[config.mk]
export PLATFORM = sky130hd
export DESIGN_NAME = binary_search_sorted_table
export DESIGN_NICKNAME = d
export VERILOG_FILES = /design/src/bst_pkg.sv /design/src/bst_ram.sv /design/src/bst_datapath.sv /design/src/bst_ctrl.sv /design/src/binary_search_sorted_table.sv
export SDC_FILE = /design/constraint.sdc
export NUM_CORES = 1
export LEC_CHECK = 0
export BUFFER_PORTS_ARGS = -buffer_cell sky130_fd_sc_hd__buf_2
export CAP_MARGIN = 20
export CORE_MARGIN = 2
export CORE_UTILIZATION = 60
export CTS_BUF_LIST = sky130_fd_sc_hd__clkbuf_8
export DETAILED_ROUTE_END_ITERATION = 6
export PLACE_DENSITY = 0.78
export SLEW_MARGIN = 20
export SYNTH_ARGS = -nofsm -noshare
export SYNTH_HDL_FRONTEND = slang
export SYNTH_SLANG_ARGS = --single-unit
[constraint.sdc]
create_clock -name clk -period 6.9 [get_ports clk]
set_clock_uncertainty 0.15 [all_clocks]
set_input_delay 0.69 -clock clk [delete_from_list [all_inputs] [get_ports clk]]
set_output_delay 0.69 -clock clk [all_outputs]
set_load 0.01 [all_outputs]
[src/bst_pkg.sv]
package bst_pkg;

    localparam int DEFAULT_TABLE_DEPTH = 16;

    localparam int CFG_W       = 5;
    localparam int VALUE_W     = 32;
    localparam int IDX_FIELD_W = 4;
    localparam int POS_W       = 4;

    localparam logic [CFG_W-1:0] CFG_RESET = 5'd16;

    // input tdata: entry_index, entry_value, search_key, zero pad
    localparam int IN_DATA_BITS = IDX_FIELD_W + 2 * VALUE_W;
    localparam int IN_TDATA_W   = ((IN_DATA_BITS + 7) / 8) * 8;
    localparam int IDX_LSB      = 0;
    localparam int VALUE_LSB    = IDX_LSB + IDX_FIELD_W;
    localparam int KEY_LSB      = VALUE_LSB + VALUE_W;

    // output tdata: found, position, zero pad
    localparam int OUT_DATA_BITS = 1 + POS_W;
    localparam int OUT_TDATA_W   = ((OUT_DATA_BITS + 7) / 8) * 8;

    localparam logic OP_WRITE  = 1'b0;
    localparam logic OP_SEARCH = 1'b1;

    typedef enum logic [2:0] {
        ST_IDLE  = 3'b001,
        ST_PROBE = 3'b010,
        ST_DONE  = 3'b100
    } state_t;

    typedef struct packed {
        logic write;
        logic start;
        logic step;
        logic load_out;
    } cmd_t;

    typedef struct packed {
        logic range_done;
    } status_t;

endpackage

[src/bst_ram.sv]
module bst_ram #(
    parameter int WIDTH = 32,
    parameter int DEPTH = 16
) (
    input  logic                     clk,
    input  logic                     we,
    input  logic [$clog2(DEPTH)-1:0] waddr,
    input  logic [WIDTH-1:0]         wdata,
    input  logic [$clog2(DEPTH)-1:0] raddr,
    output logic [WIDTH-1:0]         rdata
);

    logic [WIDTH-1:0] mem [DEPTH];

    always_ff @(posedge clk)
    begin
        if (we)
        begin
            mem[waddr] <= wdata;
        end
        rdata <= mem[raddr];
    end

endmodule

[src/bst_datapath.sv]
module bst_datapath #(
    parameter int TABLE_DEPTH = bst_pkg::DEFAULT_TABLE_DEPTH
) (
    input  logic                           clk,
    input  logic                           rst_n,
    input  bst_pkg::cmd_t                  cmd,
    output bst_pkg::status_t               status,
    input  logic                           cfg_we,
    input  logic [bst_pkg::CFG_W-1:0]      cfg_wdata,
    input  logic [bst_pkg::IN_TDATA_W-1:0] in_tdata,
    output logic [bst_pkg::OUT_TDATA_W-1:0] out_tdata
);

    localparam int ADDR_W = $clog2(TABLE_DEPTH);
    localparam int PTR_W  = bst_pkg::CFG_W;

    logic [PTR_W-1:0]                entries_in_use_reg;
    logic [PTR_W-1:0]                count;
    logic [bst_pkg::IDX_FIELD_W-1:0] in_idx;
    logic signed [bst_pkg::VALUE_W-1:0] in_value;
    logic signed [bst_pkg::VALUE_W-1:0] in_key;

    logic [PTR_W-1:0] low_reg, low_next;
    logic [PTR_W-1:0] hi_reg, hi_next;
    logic [PTR_W-1:0] mid_reg, mid_next;
    logic signed [bst_pkg::VALUE_W-1:0] key_reg;
    logic             found_reg;
    logic [bst_pkg::POS_W-1:0] pos_reg;
    logic             out_found_reg;
    logic [bst_pkg::POS_W-1:0] out_pos_reg;

    logic [PTR_W:0]   mid_sum;
    logic             hit;
    logic             ram_we;
    logic signed [bst_pkg::VALUE_W-1:0] rdata;

    assign in_idx   = in_tdata[bst_pkg::IDX_LSB +: bst_pkg::IDX_FIELD_W];
    assign in_value = in_tdata[bst_pkg::VALUE_LSB +: bst_pkg::VALUE_W];
    assign in_key   = in_tdata[bst_pkg::KEY_LSB +: bst_pkg::VALUE_W];

    // a count above the table depth searches the whole table
    assign count = (32'(entries_in_use_reg) > TABLE_DEPTH) ? PTR_W'(TABLE_DEPTH)
                                                           : entries_in_use_reg;

    assign ram_we = cmd.write && (32'(in_idx) < TABLE_DEPTH);

    // range is [low, hi) with hi exclusive
    always_comb
    begin
        hit      = 1'b0;
        low_next = low_reg;
        hi_next  = hi_reg;
        if (cmd.start)
        begin
            low_next = '0;
            hi_next  = count;
        end
        else if (rdata == key_reg)
        begin
            hit = 1'b1;
        end
        else if (rdata > key_reg)
        begin
            hi_next = mid_reg;
        end
        else
        begin
            low_next = mid_reg + PTR_W'(1);
        end
        mid_sum  = (PTR_W+1)'(low_next) + (PTR_W+1)'(hi_next) - (PTR_W+1)'(1);
        mid_next = mid_sum[PTR_W:1];
    end

    assign status.range_done = hit || (low_next >= hi_next);

    bst_ram #(
        .WIDTH(bst_pkg::VALUE_W),
        .DEPTH(TABLE_DEPTH)
    ) u_table (
        .clk  (clk),
        .we   (ram_we),
        .waddr(ADDR_W'(in_idx)),
        .wdata(in_value),
        .raddr(ADDR_W'(mid_next)),
        .rdata(rdata)
    );

    always_ff @(posedge clk or negedge rst_n)
    begin
        if (!rst_n)
        begin
            entries_in_use_reg <= bst_pkg::CFG_RESET;
        end
        else if (cfg_we)
        begin
            entries_in_use_reg <= cfg_wdata;
        end
    end

    always_ff @(posedge clk)
    begin
        if (cmd.start)
        begin
            key_reg   <= in_key;
            found_reg <= 1'b0;
            pos_reg   <= '0;
        end
        else if (cmd.step && hit)
        begin
            found_reg <= 1'b1;
            pos_reg   <= bst_pkg::POS_W'(mid_reg);
        end
        if (cmd.start || cmd.step)
        begin
            low_reg <= low_next;
            hi_reg  <= hi_next;
            mid_reg <= mid_next;
        end
        if (cmd.load_out)
        begin
            out_found_reg <= found_reg;
            out_pos_reg   <= pos_reg;
        end
    end

    assign out_tdata = {{(bst_pkg::OUT_TDATA_W - bst_pkg::OUT_DATA_BITS){1'b0}},
                        out_pos_reg, out_found_reg};

endmodule

[src/bst_ctrl.sv]
module bst_ctrl (
    input  logic             clk,
    input  logic             rst_n,
    input  logic             s_tvalid,
    output logic             s_tready,
    input  logic             s_tuser,
    output logic             m_tvalid,
    input  logic             m_tready,
    output bst_pkg::cmd_t    cmd,
    input  bst_pkg::status_t status
);

    bst_pkg::state_t state_reg, state_next;
    logic            out_valid_reg, out_valid_next;
    logic            in_xfer;
    logic            out_free;

    assign s_tready = (state_reg == bst_pkg::ST_IDLE);
    assign in_xfer  = s_tvalid && s_tready;
    assign out_free = !out_valid_reg || m_tready;
    assign m_tvalid = out_valid_reg;

    always_comb
    begin
        state_next   = state_reg;
        cmd.write    = 1'b0;
        cmd.start    = 1'b0;
        cmd.step     = 1'b0;
        cmd.load_out = 1'b0;
        case (state_reg)
            bst_pkg::ST_IDLE:
            begin
                if (in_xfer)
                begin
                    if (s_tuser == bst_pkg::OP_SEARCH)
                    begin
                        cmd.start  = 1'b1;
                        // an empty range goes straight to the answer
                        state_next = status.range_done ? bst_pkg::ST_DONE
                                                       : bst_pkg::ST_PROBE;
                    end
                    else
                    begin
                        cmd.write = 1'b1;
                    end
                end
            end
            bst_pkg::ST_PROBE:
            begin
                cmd.step = 1'b1;
                if (status.range_done)
                begin
                    state_next = bst_pkg::ST_DONE;
                end
            end
            bst_pkg::ST_DONE:
            begin
                if (out_free)
                begin
                    cmd.load_out = 1'b1;
                    state_next   = bst_pkg::ST_IDLE;
                end
            end
            default:
            begin
                state_next = bst_pkg::ST_IDLE;
            end
        endcase
    end

    always_comb
    begin
        out_valid_next = out_valid_reg;
        if (cmd.load_out)
        begin
            out_valid_next = 1'b1;
        end
        else if (m_tready)
        begin
            out_valid_next = 1'b0;
        end
    end

    always_ff @(posedge clk or negedge rst_n)
    begin
        if (!rst_n)
        begin
            state_reg     <= bst_pkg::ST_IDLE;
            out_valid_reg <= 1'b0;
        end
        else
        begin
            state_reg     <= state_next;
            out_valid_reg <= out_valid_next;
        end
    end

`ifndef ASSERT_OFF
    a_no_overwrite: assert property (@(posedge clk) disable iff (!rst_n)
        cmd.load_out |-> (!out_valid_reg || m_tready))
        else $error("result register loaded while holding an untaken result");

    a_search_blocks_input: assert property (@(posedge clk) disable iff (!rst_n)
        (s_tvalid && s_tready && s_tuser == bst_pkg::OP_SEARCH) |=> !s_tready)
        else $error("input taken while a search is running");

    a_probe_ends: assert property (@(posedge clk) disable iff (!rst_n)
        (state_reg == bst_pkg::ST_PROBE && status.range_done)
            |=> state_reg == bst_pkg::ST_DONE)
        else $error("search did not finish when range closed");

    a_valid_from_done: assert property (@(posedge clk) disable iff (!rst_n)
        $rose(out_valid_reg) |-> $past(state_reg) == bst_pkg::ST_DONE)
        else $error("result raised outside of the done state");

    a_write_no_result: assert property (@(posedge clk) disable iff (!rst_n)
        cmd.write |=> state_reg == bst_pkg::ST_IDLE)
        else $error("write transfer left the idle state");
`endif

endmodule

[src/binary_search_sorted_table.sv]
// binary search over a sorted table of signed 32-bit entries
// write transfer: no result, the block stays idle; search: a run of table probes
// on a search, m_tvalid rises after probing ends and the done state loads the result
// s_tready stays low until then; done holds while an untaken result waits on m_tready
// probes = floor(log2(count)) + 1 at most, one registered ram read per cycle
// rst_n is asynchronous, active low; clears control and sets entries_in_use to 16
// table contents are undefined after reset until written
module binary_search_sorted_table #(
    parameter int TABLE_DEPTH = bst_pkg::DEFAULT_TABLE_DEPTH
) (
    input  logic                            clk,
    input  logic                            rst_n,
    input  logic                            cfg_we,
    input  logic [bst_pkg::CFG_W-1:0]       cfg_wdata,
    input  logic                            s_tvalid,
    output logic                            s_tready,
    // entry_index [3:0], entry_value [35:4], search_key [67:36], zero pad
    input  logic [bst_pkg::IN_TDATA_W-1:0]  s_tdata,
    // op [0]
    input  logic                            s_tuser,
    output logic                            m_tvalid,
    input  logic                            m_tready,
    // found [0], position [4:1], zero pad
    output logic [bst_pkg::OUT_TDATA_W-1:0] m_tdata
);

    bst_pkg::cmd_t    cmd;
    bst_pkg::status_t status;

    bst_ctrl u_ctrl (
        .clk     (clk),
        .rst_n   (rst_n),
        .s_tvalid(s_tvalid),
        .s_tready(s_tready),
        .s_tuser (s_tuser),
        .m_tvalid(m_tvalid),
        .m_tready(m_tready),
        .cmd     (cmd),
        .status  (status)
    );

    bst_datapath #(
        .TABLE_DEPTH(TABLE_DEPTH)
    ) u_datapath (
        .clk      (clk),
        .rst_n    (rst_n),
        .cmd      (cmd),
        .status   (status),
        .cfg_we   (cfg_we),
        .cfg_wdata(cfg_wdata),
        .in_tdata (s_tdata),
        .out_tdata(m_tdata)
    );

endmodule
==> results of run 1 <==
how the worst max path moves through the flow:
stage	start	to	slack, ns
after floorplan	u_datapath.key_reg[17]	u_datapath.u_table.rdata[22]	2.06
after global placement	u_datapath.key_reg[11]	u_datapath.u_table.rdata[24]	1.17
after detailed placement	u_datapath.key_reg[11]	u_datapath.u_table.rdata[18]	1.11
after CTS	u_datapath.key_reg[11]	u_datapath.u_table.rdata[27]	1.07
after global routing	u_datapath.key_reg[11]	u_datapath.u_table.rdata[27]	0.84
final	u_datapath.key_reg[11]	u_datapath.u_table.rdata[18]	1.09
critical path: cells and delay by family (launching register included):
kind / cells / cell delay, ns
compound gates: 2 / 0.56
fa+ha+maj: 4 / 1.94
simple gates: 4 / 1.40
flops: 1 / 0.33
buf+inv: 3 / 0.44
mux: 2 / 0.83
placed cells by master (no fill, tap or decap), types with 7 or more instances in the layout:
cell type,instances
sky130_fd_sc_hd__mux2i_1,9
sky130_fd_sc_hd__nor2_4,12
sky130_fd_sc_hd__clkinv_1,18
sky130_fd_sc_hd__clkbuf_8,101
sky130_fd_sc_hd__nand2_1,14
sky130_fd_sc_hd__a21oi_1,20
sky130_fd_sc_hd__clkinv_2,14
sky130_fd_sc_hd__o21ai_0,11
sky130_fd_sc_hd__ha_1,46
sky130_fd_sc_hd__edfxtp_1,564
sky130_fd_sc_hd__dfrtp_1,7
sky130_fd_sc_hd__bufinv_16,10
sky130_fd_sc_hd__nand3_1,9
sky130_fd_sc_hd__and2_1,7
sky130_fd_sc_hd__buf_2,85
sky130_fd_sc_hd__mux4_2,160
sky130_fd_sc_hd__inv_1,73
sky130_fd_sc_hd__nor2_1,16
sky130_fd_sc_hd__buf_4,23
sky130_fd_sc_hd__dfxtp_1,37
layer usage:
| metal | up-vias | share of wire | GRT usage |
|---|---|---|---|
| met4 | 6 | 0.023 | 0.0842 |
| met1 | 5756 | 0.40 | 0.340 |
| li1 | 4840 | - | - |
| met5 | - | 0.00089 | 0 |
| met2 | 559 | 0.49 | 0.393 |
| met3 | 84 | 0.089 | 0.0538 |
through the flow:
step	area [um^2]	instances	hold slack [ns]	setup slack, ns	utilization
6_report	27000	1853	0.0628	1.09	0.694
5_1_grt	27000	1853	0.0390	0.841	0.694
4_1_cts	27000	1851	0.0169	1.07	0.694
3_3_place_gp	25000	1676	0.263	1.17	0.643
3_5_place_dp	25000	1676	0.267	1.11	0.643
2_1_floorplan	23700	1087	0.244	2.06	-
logic make-up (layout without fill, tap and decap cells):
family	Yosys count	count (layout)	synth area share
muxes	178	178	0.161
AOI/OAI and AO/OA	63	63	0.0182
other	1	5	0.000158
buffers and inverters	92	338	0.0168
and+or+nand+nor	87	87	0.0197
xor gates and xnor gates	6	6	0.00222
DFF	610	610	0.756
adders and majority gates	48	48	0.0257
area by class of cell:
| class | instances | area share |
|---|---|---|
| clock inverters | 73 | 0.0214 |
| flip-flops and latches | 610 | 0.664 |
| well taps | 518 | 0.0240 |
| inverters | 49 | 0.00682 |
| multi-input cells | 385 | 0.205 |
| repair buffers | 115 | 0.0270 |
| diodes | 2 | 0.000186 |
| clock buffers | 101 | 0.0516 |
==> results.md, run 1 <==
- The run finished with clean final reports.
- In the synthesized netlist the async set-or-reset flop fraction comes to 0.0148.
- The number of port buffers is 85.
- In this run the worst path has a maximum fanout of 30.
- The layout has 2267 filler cells.
- The number of antenna violations at the first check in global routing is 5.
- The first-pass GRT wire length is 71900 um.
- The number of iterations in the first detailed-routing pass is 5.
- Summing all flip-flop and latch instances after layout gives 0.0179 mm^2.
- In this run, post-CTS repair resized a total of 0 instances.
- The number of nets in the layout is 1384.
- The smallest clock period supported by the final layout is computed as 5.81 ns.
- In this run the critical register-to-register path is captured at u_datapath.u_table.rdata[18].
- The achievable clock frequency is 172 MHz.
- In the routed design, unresolved DRC markers number 0.
- The clock root buffer master is sky130_fd_sc_hd__clkbuf_8.
- Entering global routing, the biggest net connects 61 pins.
- The number of design-rule violations left by the first detailed-router iteration is 1112.
- The congestion estimate from routability-driven global placement came to 0.839.
- The cell area that synthesis handed to floorplanning was 0.0237 mm^2.
- Synthesis produced 1085 cells.
- The count of cells along the worst register-to-register path is 15.
- The area added between synthesis and finish is 13.9%.
- Summed over all instances, the cell type with the most area after synthesis is sky130_fd_sc_hd__edfxtp_1.
- The category of the worst setup path launch point is a flop.
- The final hold violation count is 0.
- The clock passes through at most 3 buffers.
- The number of clock buffers added by TritonCTS is 92.
- In the final timing run, aggregate negative setup slack is 0 ns.
- After synthesis, the mean cell area works out to 21.8 um^2.
- Once detail routing completed, the nets flagged for antenna violations numbered 0.
- The internal reg-to-reg setup slack is 1.09 ns.
- Counting instances, the worst hold path has a depth of 1.
- The final wirelength is 48400 um.
- The capturing element type of the critical path is a flop.
- The flip-flop count of the largest register after layout is 512.
- In the final layout, the multi-input gates occupy 0.00552 mm^2.
- Sorting the synthesized cells by how often they occur yields sky130_fd_sc_hd__edfxtp_1 (564), sky130_fd_sc_hd__mux4_2 (160), sky130_fd_sc_hd__inv_1 (48).
- TritonCTS built the clock tree.
- The clock edge transition at the registers on the reported setup and hold paths is 0.06 ns.
- The most frequent cell after synthesis is sky130_fd_sc_hd__edfxtp_1.
- The H-tree was split into 3 levels.
- The tool flagged a number of max-cap violations equal to 0.
- The fraction of post-synthesis cell area in the top cell type by area is 0.715.
- The peak per-stage delay on the critical path is 1.15 ns.
- For the worst setup path, the data required time is 7.26 ns.
- The number of synthesized flops with an enable pin is 564.
- At the later pin of the worst-skew pair, clock insertion delay measures 0.65 ns.
- After synthesis, the netlist uses 58 different library cells.
- The starting density of the core is 0.610.
- The final global-route overflow total is 0.
- The region available for standard cell placement spans 0.0388 mm^2.
- The count of yosys warnings during synthesis is 0.
- The startpoint identified for the worst register-to-register timing path is u_datapath.key_reg[11].
- The final-report max-slew violation count was 0.
- The HPWL after detailed placement is 26000 um.
- The standard cell with the maximum stage delay on the critical path is sky130_fd_sc_hd__fa_4.
- The signal arrival time at the worst endpoint is 6.17 ns.
- The die width is 203 um.
- The per-cell routed wire length is 26.1 um.
- Setup repair after global routing left no endpoint under its margin.
- Dividing the detail-routed via count by the number of cells gives 6.07.
- The vertical extent of the die is 203 um.
- The worst min-delay path category is in -> reg.
- Traced cell by cell, the critical path runs through inv_1 > ha_1 > nand4_1 > nor4_2 > nand4_1 > o221ai_1 > nand3_1 > a31o_2 > ha_1 > ha_4 > inv_1 > fa_4 > buf_4 > mux4_2 > mux4_2.
- The share of the cycle needed by the critical path after routing is 0.842.
- Of the synthesized area, sequential elements account for 0.756.
- The floorplan has 72 rows.
- The worst setup path is of the reg -> reg kind.
- The die outline area is 0.0411 mm^2.
- In this run the tightest slew margin relative to its limit is 0.336.
- In the final layout, the share of cells above drive strength 1 is 0.339.
- The startpoint of the tightest hold check path is s_tdata[50].
- After clock tree synthesis, the flow added hold-fix buffers numbering 1.
- The number of global-route vias before repair is 11700.
- The worst hold path terminates at u_datapath.key_reg[14].
- The clock sink count is 610.
- Pin placement for this block handled 93 I/O pins.
- In the global route stage, overall resource usage came out at 0.245.
- The number of failing setup endpoints in the final timing report is 0.
- The synthesized flop and latch total is 610.
- The slew at the pin with the worst max-slew slack is 0.991 ns.
- In the synthesized netlist the dominant register cell turns out to be sky130_fd_sc_hd__edfxtp_1.
- The number of setup buffers added after CTS is 0.
- In the post-synthesis netlist, the biggest area contributors are sky130_fd_sc_hd__edfxtp_1 (72%), sky130_fd_sc_hd__mux4_2 (15%), sky130_fd_sc_hd__dfxtp_1 (3.1%).
- The total via count after detailed routing is 11200.
Power of run 1 is left out: the tool's default activity adds up to more than one toggle a clock period on the data nets, which glitch-free logic cannot reach.
==> inputs of run 2 (changes only) <==
==> constraint.sdc (replaced) <==
create_clock -name clk -period 5.5 [get_ports clk]
set_clock_uncertainty 0.15 [all_clocks]
set_input_delay 0.55 -clock clk [delete_from_list [all_inputs] [get_ports clk]]
set_output_delay 0.55 -clock clk [all_outputs]
set_load 0.01 [all_outputs]
==> run 2 against run 1 <==
Design area increased by 2.2%; maximum frequency increased by 8.9%; core utilization increased by 1.5 points; first-iteration DRC count increased by 15%; via count increased by 3.1%; critical path type unchanged.
==> results.md, run 2 (synthesis gave the netlist of run 1 again) <==
- The number of I/O pins came to 93 (unchanged).
- The final global-route overflow total was 0 (unchanged).
- The global router's overall resource usage was 0.246 (+0.000807).
- The worst setup path is captured at a flop.
- The die width is 203 um (unchanged).
- The pin count of the biggest net entering global routing is 45 (-26%).
- The clock edge transition at the registers on the reported setup and hold paths came to 0.06 ns (about the same).
- The count of unresolved DRC violations after routing is 0 (unchanged).
- The vertical extent of the die is 203 um (unchanged).
- The required time reported for the critical path endpoint is 5.86 ns (-1.40 ns).
- The critical-path maximum fanout is 22 (-27%).
- The area of all placed cells without fillers is 0.0276 mm^2 (+2.2%).
- The number of buffers created by CTS was 93 (+1.1%).
- The per-cell routed wire length came to 26.0 um (-0.48%).
- The critical path class is reg -> reg.
- TritonCTS built the clock tree.
- The clock period minus final worst setup slack is 5.33 ns (-0.474 ns).
- The number of iterations in the first detailed-routing pass is 6 (+1).
- The final wirelength is 49600 um (+2.4%).
- The number of antenna violations at the first check in global routing is 5 (unchanged).
- The combined area of the multi-input logic cells is 0.00553 mm^2 (+0.18%).
- The worst-case headroom to the max-slew limit is 0.286 (-0.0499).
- The achievable clock frequency is 187 MHz (+8.9%).
- The final weighted congestion of routability-driven global placement is 0.834 (-0.64%).
- The final core area utilization was 0.710 (+0.0154).
- The number of port buffers came to 85 (unchanged).
- The first-pass GRT wire length is 72500 um (+0.86%).
- The filler cell count is 2184 (-3.7%).
- The peak per-stage delay on the critical path is 0.89 ns (-0.26 ns).
- The flip-flop count of the largest register after layout is 512 (unchanged).
- The sum of negative setup slack is 0 ns (unchanged).
- The path class of the tightest hold or removal check is in -> reg.
- The area added between synthesis and finish is 16.4%.
- The number of design-rule violations left by the first detailed-router iteration came to 1276 (+15%).
- The detailed placer's ending HPWL is 28000 um (+8.0%).
- The total via count after detailed routing is 11600 (+3.1%).
- The critical path goes through inv_1 > ha_1 > and2_1 > a221o_1 > a22o_1 > or2_0 > o22ai_1 > buf_6 > mux2i_2 > ha_1 > ha_4 > inv_1 > fa_4 > buf_4 > clkbuf_16 > mux4_2 > mux4_2.
- The standard cell with the maximum stage delay on the critical path is sky130_fd_sc_hd__fa_4.
- The library cell used most frequently in the layout, excluding fill and tap cells, is sky130_fd_sc_hd__edfxtp_1.
- The row count is 72 (unchanged).
- The number of buffers between clock root and the deepest sink is 3 (unchanged).
- The final cell count without fillers was 1907 (+2.9%).
- The final-report max-slew violation count came to 0 (unchanged).
- The clock latency at the later pin of the worst-skew pair is 0.65 ns (about the same).
- The flow ran to the end, and the final reports show no timing, DRC or antenna violations.
- The clock sink count is 610 (unchanged).
- The slew at the pin with the worst max-slew slack is 1.07 ns (+0.0777 ns).
- Setup repair after global routing left no endpoint under its margin.
- The starting density of the core is 0.610 (unchanged).
- The CTS H-tree depth is 3 (unchanged).
- The worst setup path is launched from a flop.
- CTS placed an instance of sky130_fd_sc_hd__clkbuf_8 at the clock tree root.
- The share of cells above drive strength 1 is 0.340 (+0.000987).
- The mean number of vias per cell is 6.08 (+0.21%).
- The area of the core is 0.0388 mm^2 (unchanged).
- The number of failing setup endpoints in the final timing report is 0 (unchanged).
- The share of the cycle needed by the critical path after routing came to 0.970 (+0.128).
- The register cell area after layout is 0.0179 mm^2 (unchanged).
- The max-cap violation count is 0 (unchanged).
- The signal arrival time at the worst endpoint is 5.70 ns (-0.47 ns).
- In the layout the commonest cells are sky130_fd_sc_hd__edfxtp_1 (564), sky130_fd_sc_hd__mux4_2 (160), sky130_fd_sc_hd__clkbuf_8 (114), sky130_fd_sc_hd__buf_2 (85), sky130_fd_sc_hd__inv_1 (82).
- The final hold violation count is 0 (unchanged).
- The number of global-route vias before repair is 11900 (+1.5%).
- The number of nets in the layout is 1443 (+4.3%).
- The number of cells in the design after placement is 1688 (+0.72%).
- The number of nets still failing antenna checks after routing is 0 (unchanged).
- The post-placement cell area is 0.0252 mm^2 (+0.92%).
- The die outline area is 0.0411 mm^2 (unchanged).
==> run 2: routing by layer <==
layer  up-vias  track usage  wire length, um  share of wire
li1       4954            -                -              -
met1      5948        0.340            19400           0.39
met2       583        0.390            24300           0.49
met3       108       0.0559             4540          0.092
met4         4       0.0928             1300          0.026
met5         -            0               26        0.00052
==> run 2: layout make-up <==
| cell class | instances | share of cell area |
|---|---|---|
| multi-input combinational | 385 | 0.201 |
| timing repair buffer | 173 | 0.0527 |
| antenna | 4 | 0.000363 |
| clock buffer | 114 | 0.0569 |
| clock inverter | 54 | 0.00931 |
| tap | 518 | 0.0235 |
| inverter | 49 | 0.00667 |
| sequential | 610 | 0.650 |
==> run 2: final timing paths <==
| check | startpoint | to | slack, ns | cells past startpoint |
|---|---|---|---|---|
| max | u_datapath.key_reg[19] | u_datapath.u_table.rdata[2] | 0.17 | 17 |
| min | m_tready | u_ctrl.m_tvalid | 0.08 | 3 |
| max reg2reg | u_datapath.key_reg[19] | u_datapath.u_table.rdata[2] | 0.17 | 17 |
| min reg2reg | u_datapath.pos_reg[0] | u_datapath.out_pos_reg[0] | 0.28 | 0 |
| max in group asynchronous | rst_n | u_ctrl.state_reg[0] | 4.78 | 2 |
| min in group asynchronous | rst_n | u_datapath.entries_in_use_reg[0] | 0.17 | 2 |
==> run 2: what timing repair did <==
action,in CTS,in global routing
setup buffers,0,6
endpoints found under the hold margin,46,0
hold buffers,39,0
gates resized for setup,0,4
setup endpoints to repair,0,19
==> run 2: through the flow <==
| step | hold slack (ns) | setup WS (ns) |
|---|---|---|
| after floorplan | 0.104 | 0.665 |
| after global placement | 0.261 | 0.245 |
| after detailed placement | 0.262 | 0.158 |
| after CTS | 0.0278 | 0.118 |
| after global routing | 0.0565 | 0.00101 |
| final | 0.0797 | 0.166 |
==> run 2: critical path, delay by kind of cell, from the launching register on <==
family	cells	cell delay, ns
AND/OR/NAND/NOR	2	0.52
flip-flops	1	0.36
adder cells (fa/ha/maj)	4	1.51
multiplexers	3	1.05
AO/OA/AOI/OAI	3	0.88
buffers and inverters	5	0.73
Power of run 2 is left out for the same reason.
==> inputs of run 3 (changes only) <==
--- a/config.mk
+++ b/config.mk
@@ -12,6 +12,7 @@
 export CTS_BUF_LIST = sky130_fd_sc_hd__clkbuf_8
 export DETAILED_ROUTE_END_ITERATION = 6
 export PLACE_DENSITY = 0.78
+export RECOVER_POWER = 100
 export SLEW_MARGIN = 20
 export SYNTH_ARGS = -nofsm -noshare
 export SYNTH_HDL_FRONTEND = slang
==> run 3 against run 2 <==
The run now ends with max-capacitance violations, max-slew violations left; hold slack lost 0.0044 ns; global-route usage unchanged; critical path depth down 1; setup slack got worse by 0.0021 ns; first-iteration DRC count unchanged; flip-flop and latch count stayed put; die area stayed put; via count is 0.11% lower; wire length about the same.
==> results.md, run 3 (synthesis gave the netlist of run 1 again) <==
- The number of nets in the layout is 1443 (unchanged).
- Setup repair after global routing left no endpoint under its margin.
- The critical-path maximum fanout was 22 (unchanged).
- The final weighted congestion of routability-driven global placement is 0.834 (unchanged).
- The number of port buffers is 85 (unchanged).
- The starting density of the core came to 0.610 (unchanged).
- The internal reg-to-reg setup slack is 0.16 ns (about the same).
- The flip-flop count of the largest register after layout is 512 (unchanged).
- The worst setup path is captured at a flop.
- The first-pass GRT wire length is 72500 um (unchanged).
- The count of unresolved DRC violations after routing is 0 (unchanged).
- The area added between synthesis and finish is 15.0%.
- The clock root buffer master is sky130_fd_sc_hd__clkbuf_8.
- The clock sink count is 610 (unchanged).
- The row count is 72 (unchanged).
- TritonCTS built the clock tree.
- The final-report max-slew violation count is 343 (+343).
- The number of global-route vias before repair came to 11900 (unchanged).
- The worst hold slack across all endpoints is 0.0753 ns (-0.00439 ns).
- The worst hold path terminates at u_ctrl.m_tvalid.
- The number of design-rule violations left by the first detailed-router iteration is 1276 (unchanged).
- The number of failing setup endpoints in the final timing report was 0 (unchanged).
- The per-cell routed wire length is 26.0 um (about the same).
- The number of buffers created by CTS was 93 (unchanged).
- The slew at the pin with the worst max-slew slack is 3.11 ns (+2.04 ns).
- The global router's overall resource usage is 0.246 (unchanged).
- The count of cells along the worst register-to-register path is 16 (-1).
- The mean number of vias per cell is 6.07 (-0.11%).
- The die width is 203 um (unchanged).
- The category of the worst setup path launch point is a flop.
- The clock latency at the later pin of the worst-skew pair is 0.65 ns (about the same).
- The clock period minus final worst setup slack is 5.34 ns (+0.00205 ns).
- The number of buffers between clock root and the deepest sink is 3 (unchanged).
- The area of the core is 0.0388 mm^2 (unchanged).
- In the layout the commonest cells are sky130_fd_sc_hd__edfxtp_1 (564), sky130_fd_sc_hd__mux4_2 (160), sky130_fd_sc_hd__clkbuf_8 (114), sky130_fd_sc_hd__inv_1 (83), sky130_fd_sc_hd__clkbuf_1 (57).
- The share of cells above drive strength 1 is 0.284 (-0.0563).
- The die outline area is 0.0411 mm^2 (unchanged).
- The clock edge transition at the registers on the reported setup and hold paths is 0.06 ns (about the same).
- The number of stages on the worst hold path is 3 (unchanged).
- The share of the cycle needed by the critical path after routing is 0.970 (about the same).
- The vertical extent of the die was 203 um (unchanged).
- The number of antenna violations at the first check in global routing is 5 (unchanged).
- The required time reported for the critical path endpoint was 5.86 ns (about the same).
- The end of the worst register-to-register path is u_datapath.u_table.rdata[8].
- The final wirelength was 49600 um (about the same).
- The number of iterations in the first detailed-routing pass is 7 (+1).
- The run finished, with violations left.
- The final hold violation count came to 0 (unchanged).
- The worst min-delay path category is in -> reg.
- The most common cell after layout, fill and taps aside is sky130_fd_sc_hd__edfxtp_1.
- The pin count of the biggest net entering global routing is 45 (unchanged).
- The number of nets still failing antenna checks after routing is 0 (unchanged).
- The total via count after detailed routing is 11600 (-0.11%).
- The number of I/O pins was 93 (unchanged).
- The final reports fail on max-capacitance violations, max-slew violations.
- The max-cap violation count was 17 (+17).
- The startpoint of the tightest hold check path is m_tready.
- The CTS H-tree depth is 3 (unchanged).
- The worst-case headroom to the max-slew limit is -1.08 (-1.36).
- The startpoint of the most critical register-to-register path is u_datapath.key_reg[19].
- The sum of negative setup slack is 0 ns (unchanged).
- The final global-route overflow total was 0 (unchanged).
- The critical path is of the reg -> reg type.
- The signal arrival time at the worst endpoint is 5.69 ns (about the same).
- The detailed placer's ending HPWL was 28000 um (unchanged).
- The achievable clock frequency is 187 MHz (about the same).
[run 3: cell types whose count changed in the layout (fill, tap and decap cells not counted), moves of 2 or more]
cell and change:
sky130_fd_sc_hd__clkbuf_2 +8, sky130_fd_sc_hd__buf_16 -2, sky130_fd_sc_hd__nor2_4 -12, sky130_fd_sc_hd__nor3_1 +4, sky130_fd_sc_hd__nor3_2 -3, sky130_fd_sc_hd__buf_4 -18
sky130_fd_sc_hd__clkbuf_1 +57, sky130_fd_sc_hd__nor2_1 +12, sky130_fd_sc_hd__buf_12 -2, sky130_fd_sc_hd__buf_2 -44
[run 3: final cells by class]
cell class,count,area (um^2)
multi-input cells,385,5400
diodes,4,10.0
repair buffers,173,1260
well taps,518,648
clock buffers,114,1570
fillers,2274,11600
clock inverters,54,256
inverters,49,184
flip-flops and latches,610,17900
[run 3: through the flow]
stage	instance area (um^2)	worst slack (ns)	util	instances
after floorplan	23700	0.665	-	1087
after global placement	25200	0.245	0.648	1686
after detailed placement	25200	0.158	0.649	1688
after CTS	27400	0.118	0.706	1895
after global routing	27200	0.00101	0.701	1905
final	27200	0.164	0.702	1907
[run 3: worst max-delay path by stage]
stage | start | slack (ns) | cells after the start | end
floorplan | u_datapath.key_reg[17] | 0.66 | 16 | u_datapath.u_table.rdata[22]
global placement | u_datapath.key_reg[19] | 0.24 | 15 | u_datapath.u_table.rdata[21]
detailed placement | u_datapath.key_reg[19] | 0.16 | 15 | u_datapath.u_table.rdata[8]
CTS | u_datapath.key_reg[19] | 0.12 | 15 | u_datapath.u_table.rdata[7]
global route | u_datapath.key_reg[31] | 0.001 | 16 | u_datapath.u_table.rdata[8]
finish | u_datapath.key_reg[19] | 0.16 | 16 | u_datapath.u_table.rdata[8]
[run 3: timing repair]
item / 4_1_cts / 5_1_grt
setup endpoints to repair: 0 / 19
buffers inserted: 0 / 6
resized for setup: 0 / 4
hold buffers: 39 / 0
hold endpoints to repair: 46 / 0
[run 3: critical path: stages (launching register included)]
cell and delay [ns]:
sky130_fd_sc_hd__edfxtp_1 0.36, sky130_fd_sc_hd__inv_1 0.10, sky130_fd_sc_hd__ha_1 0.25, sky130_fd_sc_hd__and2_1 0.27, sky130_fd_sc_hd__a221o_1 0.45, sky130_fd_sc_hd__a22o_1 0.26
sky130_fd_sc_hd__or2_0 0.24, sky130_fd_sc_hd__o22ai_1 0.18, sky130_fd_sc_hd__buf_6 0.18, sky130_fd_sc_hd__mux2_1 0.35, sky130_fd_sc_hd__ha_1 0.33, sky130_fd_sc_hd__inv_1 0.07
sky130_fd_sc_hd__fa_4 0.83, sky130_fd_sc_hd__buf_4 0.15, sky130_fd_sc_hd__buf_16 0.18, sky130_fd_sc_hd__mux4_2 0.34, sky130_fd_sc_hd__mux4_2 0.50
[run 3: routing by layer]
layer	vias to the layer above	share of wire	track usage
met1	5886	0.38	0.340
met2	629	0.49	0.390
met4	6	0.027	0.0928
met3	115	0.10	0.0559
li1	4948	-	-
met5	-	0.00083	0
Power of run 3 is left out for the same reason.
